===== src/rtl/core/egd_pkg.sv =====
// shared types and constants for the exp-golomb stream decoder
package egd_pkg;

  // bits in one stream byte and results one byte can give
  localparam int unsigned ByteW  = 8;
  localparam int unsigned MaxRes = 8;
  localparam int unsigned IdxW   = 3;
  localparam int unsigned CntW   = 4;
  // prefix zero count and suffix counter width
  localparam int unsigned ZcW    = 6;
  // value width
  localparam int unsigned ValW   = 32;

  // result status codes
  typedef enum logic [1:0] {
    ST_OK       = 2'd0,
    ST_TRUNC    = 2'd1,
    ST_OVERFLOW = 2'd2
  } status_e;

  // one decoded code: value plus one, i.e. a leading one followed by the suffix
  typedef struct packed {
    logic [ValW-1:0] vp1;
    status_e         status;
  } res_t;

  typedef res_t [MaxRes-1:0] res_bank_t;

  // code progress carried from byte to byte
  typedef struct packed {
    logic [ZcW-1:0]  zero_count;
    logic            in_suffix;
    logic [ZcW-1:0]  suffix_left;
    logic [ValW-1:0] acc;
  } code_state_t;

endpackage


===== src/rtl/core/egd_decode.sv =====
// walks the eight bits of one byte and collects every finished code, plus a truncated one at end of data
module egd_decode #(
  parameter int unsigned MAX_PREFIX = 31
) (
  input  egd_pkg::code_state_t          state_i,
  input  logic [egd_pkg::ByteW-1:0]     byte_i,
  input  logic                          eod_i,
  output egd_pkg::code_state_t          state_o,
  output egd_pkg::res_bank_t            res_o,
  output logic [egd_pkg::CntW-1:0]      cnt_o
);

  // bit walk, msb first, one result at most per bit
  always_comb begin
    egd_pkg::code_state_t st;
    egd_pkg::res_bank_t   res;
    egd_pkg::res_t        hit_res;
    logic [egd_pkg::CntW-1:0] cnt;
    logic                 hit;
    logic                 bit_v;
    st  = state_i;
    res = '0;
    cnt = '0;
    for (int i = 0; i < int'(egd_pkg::ByteW); i++) begin
      hit     = 1'b0;
      hit_res = '0;
      bit_v   = byte_i[egd_pkg::ByteW-1-i];
      if (!st.in_suffix) begin
        if (!bit_v) begin
          st.zero_count = st.zero_count + 1'b1;
          if (st.zero_count > egd_pkg::ZcW'(MAX_PREFIX)) begin
            hit            = 1'b1;
            hit_res.status = egd_pkg::ST_OVERFLOW;
            st             = '0;
          end
        end else if (st.zero_count == '0) begin
          hit            = 1'b1;
          hit_res.vp1    = egd_pkg::ValW'(1);
          hit_res.status = egd_pkg::ST_OK;
          st             = '0;
        end else begin
          // leading one seeds the accumulator so it ends as value plus one
          st.in_suffix   = 1'b1;
          st.suffix_left = st.zero_count;
          st.acc         = egd_pkg::ValW'(1);
        end
      end else begin
        st.acc         = {st.acc[egd_pkg::ValW-2:0], bit_v};
        st.suffix_left = st.suffix_left - 1'b1;
        if (st.suffix_left == '0) begin
          hit            = 1'b1;
          hit_res.vp1    = st.acc;
          hit_res.status = egd_pkg::ST_OK;
          st             = '0;
        end
      end
      if (hit) begin
        res[cnt[egd_pkg::IdxW-1:0]] = hit_res;
        cnt = cnt + 1'b1;
      end
    end
    // unfinished code on the final byte
    if (eod_i) begin
      if ((st.in_suffix || st.zero_count != '0) && cnt < egd_pkg::CntW'(egd_pkg::MaxRes)) begin
        res[cnt[egd_pkg::IdxW-1:0]].vp1    = '0;
        res[cnt[egd_pkg::IdxW-1:0]].status = egd_pkg::ST_TRUNC;
        cnt = cnt + 1'b1;
      end
      st = '0;
    end
    state_o = st;
    res_o   = res;
    cnt_o   = cnt;
  end

endmodule


===== src/rtl/core/exp_golomb_stream_decoder_unit.sv =====
// order-0 exp-golomb ue/se stream decoder, one byte per beat in, one code per beat out
//
//   channel | direction | handshake              | payload
//   --------+-----------+------------------------+---------------------------------------
//   in      | sink      | in_valid_i / in_stall_o | data_byte_i, end_of_data_i
//   out     | source    | out_valid_o / out_stall_i | unsigned_value_o, signed_value_o,
//           |           |                        | status_o, last_o
//
// a byte is taken every cycle while it gives at most one result and the output is not stalled; a byte
// giving k results holds the input while the result bank (one byte's codes) drains one a cycle.
// an input beat's first result passes through the input, bank and output registers.
// reset clears the code progress, the bank count and pointer and all valid flags; no clearing pass is needed.
// a stall on the output holds the output register and backs up through bank and input.
module exp_golomb_stream_decoder_unit #(
  parameter int unsigned MAX_PREFIX = 31
) (
  input  logic                       clk_i,
  input  logic                       rst_ni,
  input  logic                       in_valid_i,
  output logic                       in_stall_o,
  input  logic [7:0]                 data_byte_i,
  input  logic                       end_of_data_i,
  output logic                       out_valid_o,
  input  logic                       out_stall_i,
  output logic [31:0]                unsigned_value_o,
  output logic signed [31:0]         signed_value_o,
  output logic [1:0]                 status_o,
  output logic                       last_o
);

  // input register
  logic                          s1_valid_q, s1_valid_d;
  logic [egd_pkg::ByteW-1:0]     s1_byte_q;
  logic                          s1_eod_q;

  // code progress
  egd_pkg::code_state_t          code_q, code_d;

  // result bank
  egd_pkg::res_bank_t            bank_q, dec_res;
  logic [egd_pkg::CntW-1:0]      bank_cnt_q, bank_cnt_d, dec_cnt;
  logic [egd_pkg::IdxW-1:0]      bank_idx_q, bank_idx_d;

  // output register
  logic                          out_valid_q, out_valid_d;
  logic [egd_pkg::ValW-1:0]      uval_q, uval_d;
  logic [egd_pkg::ValW-1:0]      sval_q, sval_d;
  egd_pkg::status_e              status_q, status_d;
  logic                          last_q, last_d;

  logic in_accept, out_ready, pop, pop_last, bank_free, load;
  egd_pkg::res_t sel;
  logic [egd_pkg::ValW-1:0] half;

  egd_decode #(
    .MAX_PREFIX(MAX_PREFIX)
  ) u_decode (
    .state_i (code_q),
    .byte_i  (s1_byte_q),
    .eod_i   (s1_eod_q),
    .state_o (code_d),
    .res_o   (dec_res),
    .cnt_o   (dec_cnt)
  );

  // flow control between the stages
  assign out_ready  = !out_valid_q || !out_stall_i;
  assign pop        = (bank_cnt_q != '0) && out_ready;
  assign pop_last   = pop && ({1'b0, bank_idx_q} == bank_cnt_q - 1'b1);
  assign bank_free  = (bank_cnt_q == '0) || pop_last;
  assign load       = s1_valid_q && bank_free;
  assign in_stall_o = s1_valid_q && !bank_free;
  assign in_accept  = in_valid_i && !in_stall_o;

  assign s1_valid_d = in_accept ? 1'b1 : (load ? 1'b0 : s1_valid_q);

  // bank occupancy and read pointer
  always_comb begin
    bank_cnt_d = bank_cnt_q;
    bank_idx_d = bank_idx_q;
    if (load) begin
      bank_cnt_d = dec_cnt;
      bank_idx_d = '0;
    end else if (pop_last) begin
      bank_cnt_d = '0;
      bank_idx_d = '0;
    end else if (pop) begin
      bank_idx_d = bank_idx_q + 1'b1;
    end
  end

  // value and signed mapping from value plus one
  assign sel  = bank_q[bank_idx_q];
  assign half = sel.vp1 >> 1;

  always_comb begin
    out_valid_d = pop ? 1'b1 : (out_stall_i ? out_valid_q : 1'b0);
    uval_d      = uval_q;
    sval_d      = sval_q;
    status_d    = status_q;
    last_d      = last_q;
    if (pop) begin
      status_d = sel.status;
      last_d   = pop_last;
      if (sel.status == egd_pkg::ST_OK) begin
        uval_d = sel.vp1 - 1'b1;
        sval_d = sel.vp1[0] ? (~half + 1'b1) : half;
      end else begin
        uval_d = '0;
        sval_d = '0;
      end
    end
  end

  // control registers
  always_ff @(posedge clk_i or negedge rst_ni) begin
    if (!rst_ni) begin
      s1_valid_q  <= 1'b0;
      code_q      <= '0;
      bank_cnt_q  <= '0;
      bank_idx_q  <= '0;
      out_valid_q <= 1'b0;
    end else begin
      s1_valid_q  <= s1_valid_d;
      bank_cnt_q  <= bank_cnt_d;
      bank_idx_q  <= bank_idx_d;
      out_valid_q <= out_valid_d;
      if (load) begin
        code_q <= code_d;
      end
    end
  end

  // payload registers
  always_ff @(posedge clk_i) begin
    if (in_accept) begin
      s1_byte_q <= data_byte_i;
      s1_eod_q  <= end_of_data_i;
    end
    if (load) begin
      bank_q <= dec_res;
    end
    uval_q   <= uval_d;
    sval_q   <= sval_d;
    status_q <= status_d;
    last_q   <= last_d;
  end

  assign out_valid_o      = out_valid_q;
  assign unsigned_value_o = uval_q;
  assign signed_value_o   = $signed(sval_q);
  assign status_o         = status_q;
  assign last_o           = last_q;

  // bank never holds more than one byte's worth of results
  a_bank_cnt: assert property (@(posedge clk_i) disable iff (!rst_ni)
    bank_cnt_q <= egd_pkg::CntW'(egd_pkg::MaxRes))
    else $error("result bank count out of range");

  // read pointer stays inside the filled part of the bank
  a_bank_idx: assert property (@(posedge clk_i) disable iff (!rst_ni)
    (bank_cnt_q != '0) |-> ({1'b0, bank_idx_q} < bank_cnt_q))
    else $error("bank read pointer past fill");

  // prefix count never passes its limit between bytes
  a_prefix: assert property (@(posedge clk_i) disable iff (!rst_ni)
    code_q.zero_count <= egd_pkg::ZcW'(MAX_PREFIX))
    else $error("prefix count above limit");

  // a pending suffix has bits left, no more than the prefix length
  a_suffix: assert property (@(posedge clk_i) disable iff (!rst_ni)
    code_q.in_suffix |-> (code_q.suffix_left != '0 &&
                          code_q.suffix_left <= code_q.zero_count))
    else $error("suffix counter inconsistent");

  // error beats carry zero values
  a_err_zero: assert property (@(posedge clk_i) disable iff (!rst_ni)
    (out_valid_q && status_q != egd_pkg::ST_OK) |-> (uval_q == '0 && sval_q == '0))
    else $error("error result with nonzero value");

endmodule

===== config.mk =====
export PLATFORM = sky130hd
export DESIGN_NAME = exp_golomb_stream_decoder_unit
export DESIGN_NICKNAME = d
export VERILOG_FILES = /design/src/rtl/core/egd_pkg.sv /design/src/rtl/core/egd_decode.sv /design/src/rtl/core/exp_golomb_stream_decoder_unit.sv
export SDC_FILE = /design/constraint.sdc
export NUM_CORES = 1
export LEC_CHECK = 0
export BUFFER_PORTS_ARGS = -buffer_cell sky130_fd_sc_hd__buf_2
export CAP_MARGIN = 20
export CORE_ASPECT_RATIO = 1.4
export CORE_MARGIN = 4
export CORE_UTILIZATION = 37
export CTS_BUF_LIST = sky130_fd_sc_hd__clkbuf_16
export DETAILED_ROUTE_END_ITERATION = 8
export SKIP_CTS_REPAIR_TIMING = 1
export SLEW_MARGIN = 5
export SYNTH_ARGS = -nofsm -noshare
export SYNTH_HDL_FRONTEND = slang
export SYNTH_SLANG_ARGS = --single-unit

===== constraint.sdc =====
create_clock -name clk_i -period 44.1 [get_ports clk_i]
set_clock_uncertainty 0.15 [all_clocks]
set_input_delay 4.41 -clock clk_i [delete_from_list [all_inputs] [get_ports clk_i]]
set_output_delay 4.41 -clock clk_i [all_outputs]
set_load 0.05 [all_outputs]

==> impl_results.md, run 1 <==
- CTS tree: done
- Final Util: a little over 40%
- Fillcell total: about 9400
- Synth Warn #: 0
- Die area: 0.0991 sq mm
- Area delta synth->final: 9.19%
- Asr flop ratio synth: between 10% and 20%
- Peak Freq: around 63 MHz
- All-Layer GR Usage: ~25%
- Slowest Stage Delay on Critical Path: just under 0.7 ns
- Routed WL: 129000 um
- Synth Instances: between 4000 and 5000
- Syn Area/Cell: roughly 8.4 sq um
- # nets final: 4200
- Clock latency on the worst-skew pair: approximately 0.62 ns
- Worst-Margin Slew: about 1.2 ns
- Total gr overflow: 0
- Crit start category: register
- CP endpoint kind: register
- Clk buf depth: 3
- Via density: approximately 6.2
- Slowest stage cell, crit path: nor2_1
- First-iteration detailed-routing DRC count: around 3900
- Hpwl dp: slightly below 100000 um
- Synth cell types: between 100 and 150
- Final RePlAce weighted congestion: approximately 1
- Vias in the first global route: 31900
- Die Ht: ~370 um
- I/O Pins: 82
- Multi-input logic area: 0.0219 sq mm
- Syn Std Cell Area: approximately 0.035 sq mm
- Tightest Hold Check Type: reg -> reg
- Initial antenna violation count: 1
- Final setup violation count: 0
- Critical path fanouts, max: 57
- Yosys reg bits: approximately 400
- Top cell by count, worst path: ha_1
- First-pass GRT wire length: roughly 200000 um
- FF/Latch Area: around 0.012 sq mm
- H-tree Lvls: 2
- Routed Antenna Nets: 0
- Clock sink count: ~400
- DIE WIDTH: 267 um
- Seq/Total Area, Yosys: between 30% and 40%
- Count of final hold-check violations: 0
- Rel. slew slack: ~20%
- Largest net degree at the start of global routing: between 100 and 150
- Most frequent cells in the layout: 667 x nor2_1, 443 x nand2_1, 348 x edfxtp_1, 280 x o21ai_0, 257 x a21oi_1
- Final worst path period need: approximately 16 ns
- Row cnt: ~130
- Total negative slack: 0 ns
- Post-synth EDFFs: between 300 and 400
- WL/cell: roughly 24 um
- Layout cells sized above 1: a little under an eighth
- Total of max-cap violations: 0
- Worst Path Arrival: ~16 ns
- Final instance area: between 0.03 and 0.04 sq mm
- Worst Path Class, Setup: reg -> reg
- DR DRC count: 0
- Crit share post-route: around 36%
- RSZ-0062 raised after global routing: false
- WP data required: 44.27 ns
- Most common cell after layout, fill and taps aside: nor2_1
- Post-synth top flop: edfxtp_1
- Core Footprint: about 0.093 sq mm
- DP Area: 0.0365 sq mm
- PortBufs: 81
- Reg clk slew, reported paths: about 0.06 ns
- Initial Util: about 37%
- Via count: 33600
- TritonCTS Buffers: 43
- Detailed Routing Iterations Pass 1: 6
- Max-slew violation count: 0
- Outcome: completed
- CTS Root Buffer Type: clkbuf_16
==> state kept, by name (all words and copies together) (netlist names) <==
register / count
bank_q: 272
code_q: 44
signed_value_o: 32
unsigned_value_o: 32
s1_byte_q: 8
bank_cnt_q: 4
bank_idx_q: 3
status_o: 2
last_o: 1
out_valid_o: 1
s1_eod_q: 1
s1_valid_q: 1
==> cell usage after synthesis (all sizes together), types with 18 or more instances <==
| cell | count | area (sq um) |
|---|---|---|
| or2 | 19 | 119 |
| nor4 | 25 | 229 |
| o211ai | 85 | 668 |
| o22ai | 97 | 619 |
| a22o | 56 | 490 |
| o21ai | 304 | 1550 |
| a221o | 19 | 191 |
| ha | 46 | 576 |
| a31oi | 93 | 594 |
| a211oi | 108 | 841 |
| mux2 | 35 | 394 |
| clkbuf | 273 | 1020 |
| nor2 | 676 | 2550 |
| nor2b | 20 | 125 |
| xnor2 | 67 | 628 |
| nand2b | 21 | 131 |
| dfrtp | 53 | 1330 |
| nand4 | 28 | 190 |
| nor3 | 109 | 593 |
| nand2 | 450 | 1690 |
| and2 | 60 | 375 |
| inv | 70 | 265 |
| a21oi | 267 | 1380 |
| xor2 | 53 | 479 |
| edfxtp | 348 | 10500 |
| o311ai | 75 | 699 |
| nand3 | 78 | 400 |
| a311oi | 18 | 158 |
| mux4 | 68 | 1530 |
| a22oi | 80 | 616 |
| and3 | 43 | 269 |
| buf | 80 | 388 |
| o22a | 34 | 298 |
| mux2i | 68 | 706 |
| a221oi | 20 | 193 |
==> logic make-up (layout without fill, tap and decap cells) <==
family	after synthesis	after routing	synth area share, %
AND/OR/NAND/NOR	1590	1590	20.7
AO/OA/AOI/OAI	1411	1411	28.1
buffers and inverters	427	318	4.86
flip-flops	401	401	33.8
multiplexers	171	171	7.56
XOR/XNOR	120	120	3.18
adder cells (fa/ha/maj)	47	47	1.71
other	1	117	0.0108
==> path summary, 6_finish.rpt <==
check | from | cells past startpoint | to | slack, ns
worst max-delay path | code_q[32]$_DFFE_PN0P_ | 66 | bank_q[54]$_DFFE_PP_ | 28.11
worst min-delay path | bank_cnt_q[3]$_DFFE_PN0P_ | 2 | bank_cnt_q[3]$_DFFE_PN0P_ | 0.39
worst max register to register | code_q[32]$_DFFE_PN0P_ | 66 | bank_q[54]$_DFFE_PP_ | 28.11
worst min register to register | bank_cnt_q[3]$_DFFE_PN0P_ | 2 | bank_cnt_q[3]$_DFFE_PN0P_ | 0.39
max in group asynchronous | rst_ni | 2 | bank_idx_q[0]$_DFFE_PN0P_ | 39.23
min in group asynchronous | rst_ni | 2 | code_q[44]$_DFFE_PN0P_ | 3.85
==> worst max-delay path: cells and delay by family, from the launching register on <==
family | cells | cell delay [ns]
AND/OR/NAND/NOR | 22 | 5.49
adder cells (fa/ha/maj) | 8 | 1.65
buffers and inverters | 15 | 2.99
XOR/XNOR | 3 | 0.87
multiplexers | 1 | 0.15
flip-flops | 1 | 0.50
AO/OA/AOI/OAI | 17 | 3.88
==> per-stage QoR <==
stage / hold WS, ns / setup slack, ns / std cells
2_1_floorplan: 0.320 / 26.18 / 4283
3_3_place_gp: 0.363 / 28.25 / 5298
3_5_place_dp: 0.377 / 27.96 / 5299
4_1_cts: 0.392 / 27.88 / 5378
5_1_grt: 0.418 / 26.99 / 5380
6_report: 0.386 / 28.11 / 5381
==> final cells by class <==
type	count	share of cell area, %
diodes	1	0.00658
clock buffers	43	2.83
clock inverters	36	1.08
inverters	74	0.757
multi-input cells	3455	57.6
flip-flops and latches	401	31.0
well taps	1206	3.97
repair buffers	165	2.72
==> routing by layer <==
layer  vias to the layer above  part of all wire (%)  track usage [%]
met5                         -                     0                0
met4                         0                   6.6             14.3
met3                       410                   6.3             2.81
met2                      1643                    47             42.7
met1                     15900                    40             31.3
li1                      15600                     -                -
Power of run 1 is left out: the tool's default activity adds up to more than one toggle a clock period on the data nets, which glitch-free logic cannot reach.
==> run 2: changes to the inputs <==
--- a/config.mk
+++ b/config.mk
@@ -5,6 +5,7 @@
 export SDC_FILE = /design/constraint.sdc
 export NUM_CORES = 1
 export LEC_CHECK = 0
+export ABC_AREA = 1
 export BUFFER_PORTS_ARGS = -buffer_cell sky130_fd_sc_hd__buf_2
 export CAP_MARGIN = 20
 export CORE_ASPECT_RATIO = 1.4
==> constraint.sdc (replaced) <==
create_clock -name clk_i -period 13.2 [get_ports clk_i]
set_clock_uncertainty 0.15 [all_clocks]
set_input_delay 1.32 -clock clk_i [delete_from_list [all_inputs] [get_ports clk_i]]
set_output_delay 1.32 -clock clk_i [all_outputs]
set_load 0.05 [all_outputs]
==> run 2 against run 1 <==
Against the previous run:
- synthesized cell count is 21% higher
- synthesized area is 2.3% lower
- via count is 5.8% higher
- design area is 2.1% lower
- first-iteration DRC count is 3.3% lower
==> impl_results.md, run 2 <==
- Die Ht: 367 um (was 371 um)
- # nets final: 5131 (was 4200)
- Routed Antenna Nets: 0 (unchanged)
- Asr flop ratio synth: 13.2% (unchanged)
- Hpwl dp: 103000 um (was 97700 um)
- Total negative slack: 0 ns (unchanged)
- WP data required: 13.47 ns (was 44.27 ns)
- Clock sink count: 401 (unchanged)
- Worst Path Arrival: 12.17 ns (was 16.16 ns)
- Max-slew violation count: 0 (unchanged)
- DIE WIDTH: 264 um (was 267 um)
- Synth Warn #: 0 (unchanged)
- Core Footprint: 0.0911 sq mm (was 0.0930 sq mm)
- Worst Path Class, Setup: reg -> reg (unchanged)
- Most common cell after layout, fill and taps aside: nand2_1 (was nor2_1)
- Syn Area/Cell: 6.73 sq um (was 8.35 sq um)
- Final setup violation count: 0 (unchanged)
- # diodes: 0 (was 1)
- Post-synth top flop: edfxtp_1 (unchanged)
- Slowest stage cell, crit path: nor2_1 (unchanged)
- Top flop regs: bank_q: 272 flops, code_q: 44 flops (unchanged)
- WL/cell: 21.2 um (was 24.0 um)
- Initial Util: 37.3% (was 37.4%)
- Slowest Stage Delay on Critical Path: 0.54 ns (was 0.68 ns)
- Place WS: 1.44 ns (was 27.96 ns)
- Most frequent cells in the layout: 1039 x nand2_1, 762 x nor2_1, 712 x o21ai_0, 463 x inv_1, 348 x edfxtp_1 (was 667 x nor2_1, 443 x nand2_1, 348 x edfxtp_1, 280 x o21ai_0, 257 x a21oi_1)
- Peak Freq: 84.0 MHz (was 62.5 MHz)
- Final worst setup slack: 1.30 ns (was 28.11 ns)
- I/O Pins: 82 (unchanged)
- Final worst path period need: 11.90 ns (was 15.99 ns)
- Crit share post-route: 90.1% (was 36.3%)
- Seq/Total Area, Yosys: 34.6% (was 33.8%)
- RSZ-0062 raised after global routing: false (unchanged)
- Total of max-cap violations: 0 (unchanged)
- CP endpoint kind: register (unchanged)
- First-iteration detailed-routing DRC count: 3749 (was 3875)
- CTS Root Buffer Type: clkbuf_16 (unchanged)
- FF-to-FF path depth: 74 (was 66)
- CTS tree: done (unchanged)
- Clk buf depth: 3 (unchanged)
- Vias in the first global route: 33700 (was 31900)
- Detailed Routing Iterations Pass 1: 7 (was 6)
- Final RePlAce weighted congestion: 1.00 (was 0.983)
- Initial antenna violation count: 2 (was 1)
- Top cell by count, worst path: nand2_1 (was ha_1)
- Layout cells sized above 1: 8.27% (was 11.7%)
- Crit. Startpoint: code_q[32]$_DFFE_PN0P_ (unchanged)
- Routed WL: 134000 um (was 129000 um)
- Crit Reg-Reg Endpoint: bank_q[16]$_DFFE_PP_ (was bank_q[54]$_DFFE_PP_)
- Crit start category: register (unchanged)
- Critical path fanouts, max: 34 (was 57)
- Via count: 35500 (was 33600)
- Post-synth top area share: 30.7% (was 30.0%)
- Largest net degree at the start of global routing: 148 (was 141)
- Die area: 0.0969 sq mm (was 0.0991 sq mm)
- Reg clk slew, reported paths: 0.06 ns (about the same)
- Synth Instances: 5053 (was 4168)
- Post-synth EDFFs: 348 (unchanged)
- PortBufs: 81 (unchanged)
- Syn Std Cell Area: 0.0340 sq mm (was 0.0348 sq mm)
- Most common cell in the netlist: nand2_1 (was nor2_1)
- Rel. slew slack: 23.2% (was 20.0%)
- Total gr overflow: 0 (unchanged)
- Top cells by area, synth: edfxtp_1 31%, nand2_1 11%, o21ai_0 10%, nor2_1 8.5%, inv_1 5.1% (was edfxtp_1 30%, nor2_1 7.3%, nand2_1 4.8%, mux4_2 4.4%, o21ai_0 4.0%)
- Top cells by count, synth: 1039 x nand2_1, 771 x nor2_1, 712 x o21ai_0 (was 673 x nor2_1, 449 x nand2_1, 348 x edfxtp_1)
- Outcome: completed (unchanged)
- Row cnt: 131 (was 132)
- Cell taking the most area after synthesis: edfxtp_1 (unchanged)
- Area delta synth->final: 9.40% (was 9.19%)
- DR DRC count: 0 (unchanged)
- Count of final hold-check violations: 0 (unchanged)
- Capture point of the critical path: bank_q[16]$_DFFE_PP_ (was bank_q[54]$_DFFE_PP_)
- Worst-Margin Slew: 1.15 ns (was 1.20 ns)
- Clock latency on the worst-skew pair: 0.64 ns (was 0.62 ns)
- Worst R2R Setup Slack: 1.30 ns (was 28.11 ns)
- TritonCTS Buffers: 44 (was 43)
- All-Layer GR Usage: 26.3% (was 25.3%)
- H-tree Lvls: 2 (unchanged)
- Via density: 5.64 (was 6.24)
- Hold WS: 0.337 ns (was 0.386 ns)
- Top reg by flops: bank_q (unchanged)
- Tightest Hold Check Type: reg -> reg (unchanged)
- Worst r2r src: code_q[32]$_DFFE_PN0P_ (unchanged)
- Synth cell types: 58 (was 133)
- Max FFs per register: 272 (unchanged)
- First-pass GRT wire length: 202000 um (was 197000 um)
- Yosys reg bits: 401 (unchanged)
==> run 2: worst min-delay path by stage <==
| stage | from | to | slack (ns) | cells after the start |
|---|---|---|---|---|
| 6_report | bank_cnt_q[1]$_DFFE_PN0P_ | bank_cnt_q[1]$_DFFE_PN0P_ | 0.34 | 2 |
| 5_1_grt | bank_cnt_q[1]$_DFFE_PN0P_ | bank_cnt_q[1]$_DFFE_PN0P_ | 0.39 | 2 |
| 4_1_cts | bank_cnt_q[1]$_DFFE_PN0P_ | bank_cnt_q[1]$_DFFE_PN0P_ | 0.34 | 2 |
| 3_5_place_dp | bank_cnt_q[1]$_DFFE_PN0P_ | bank_cnt_q[1]$_DFFE_PN0P_ | 0.33 | 2 |
| 3_3_place_gp | bank_cnt_q[1]$_DFFE_PN0P_ | bank_cnt_q[1]$_DFFE_PN0P_ | 0.32 | 2 |
| 2_1_floorplan | bank_cnt_q[1]$_DFFE_PN0P_ | bank_cnt_q[1]$_DFFE_PN0P_ | 0.30 | 2 |
==> run 2: area by class of cell <==
| cell class | instances | area (sq um) |
|---|---|---|
| clock inverters | 32 | 253 |
| fillers | 9778 | 53900 |
| flip-flops and latches | 401 | 11800 |
| inverters | 505 | 1900 |
| repair buffers | 171 | 1140 |
| multi-input cells | 3948 | 19500 |
| clock buffers | 45 | 1130 |
| well taps | 1197 | 1500 |
==> run 2: cell families after synthesis <==
kind of cell	Yosys count	synth area share, %
XOR/XNOR	27	0.717
multiplexers	12	0.364
buffers and inverters	819	9.39
flip-flops	401	34.6
adder cells (fa/ha/maj)	47	1.75
AND/OR/NAND/NOR	2285	28.2
AO/OA/AOI/OAI	1461	24.9
other	1	0.0110
==> run 2: per-stage QoR <==
step,utilization (%),area [sq um],std cells
after CTS,40.8,37200,6299
after detailed placement,39.3,35800,6222
after floorplan,-,34400,5168
final,40.8,37200,6299
after global placement,39.3,35800,6221
after global routing,40.8,37200,6299
==> run 2: critical path, delay by kind of cell (launching register included) <==
family                   cells  cell delay, ns
AO/OA/AOI/OAI                6            1.37
XOR/XNOR                     2            0.36
adder cells (fa/ha/maj)      7            1.45
buffers and inverters       11            1.24
flip-flops                   1            0.39
AND/OR/NAND/NOR             48            6.68
==> run 2: routing by layer <==
| layer | GRT usage, % | wire (um) | up-vias |
|---|---|---|---|
| met2 | 44.8 | 63000 | 1589 |
| met5 | 0 | 0 | - |
| met4 | 16.5 | 10100 | 0 |
| met3 | 2.68 | 7680 | 422 |
| met1 | 31.6 | 52900 | 16300 |
| li1 | - | - | 17200 |
Power of run 2 is left out for the same reason.
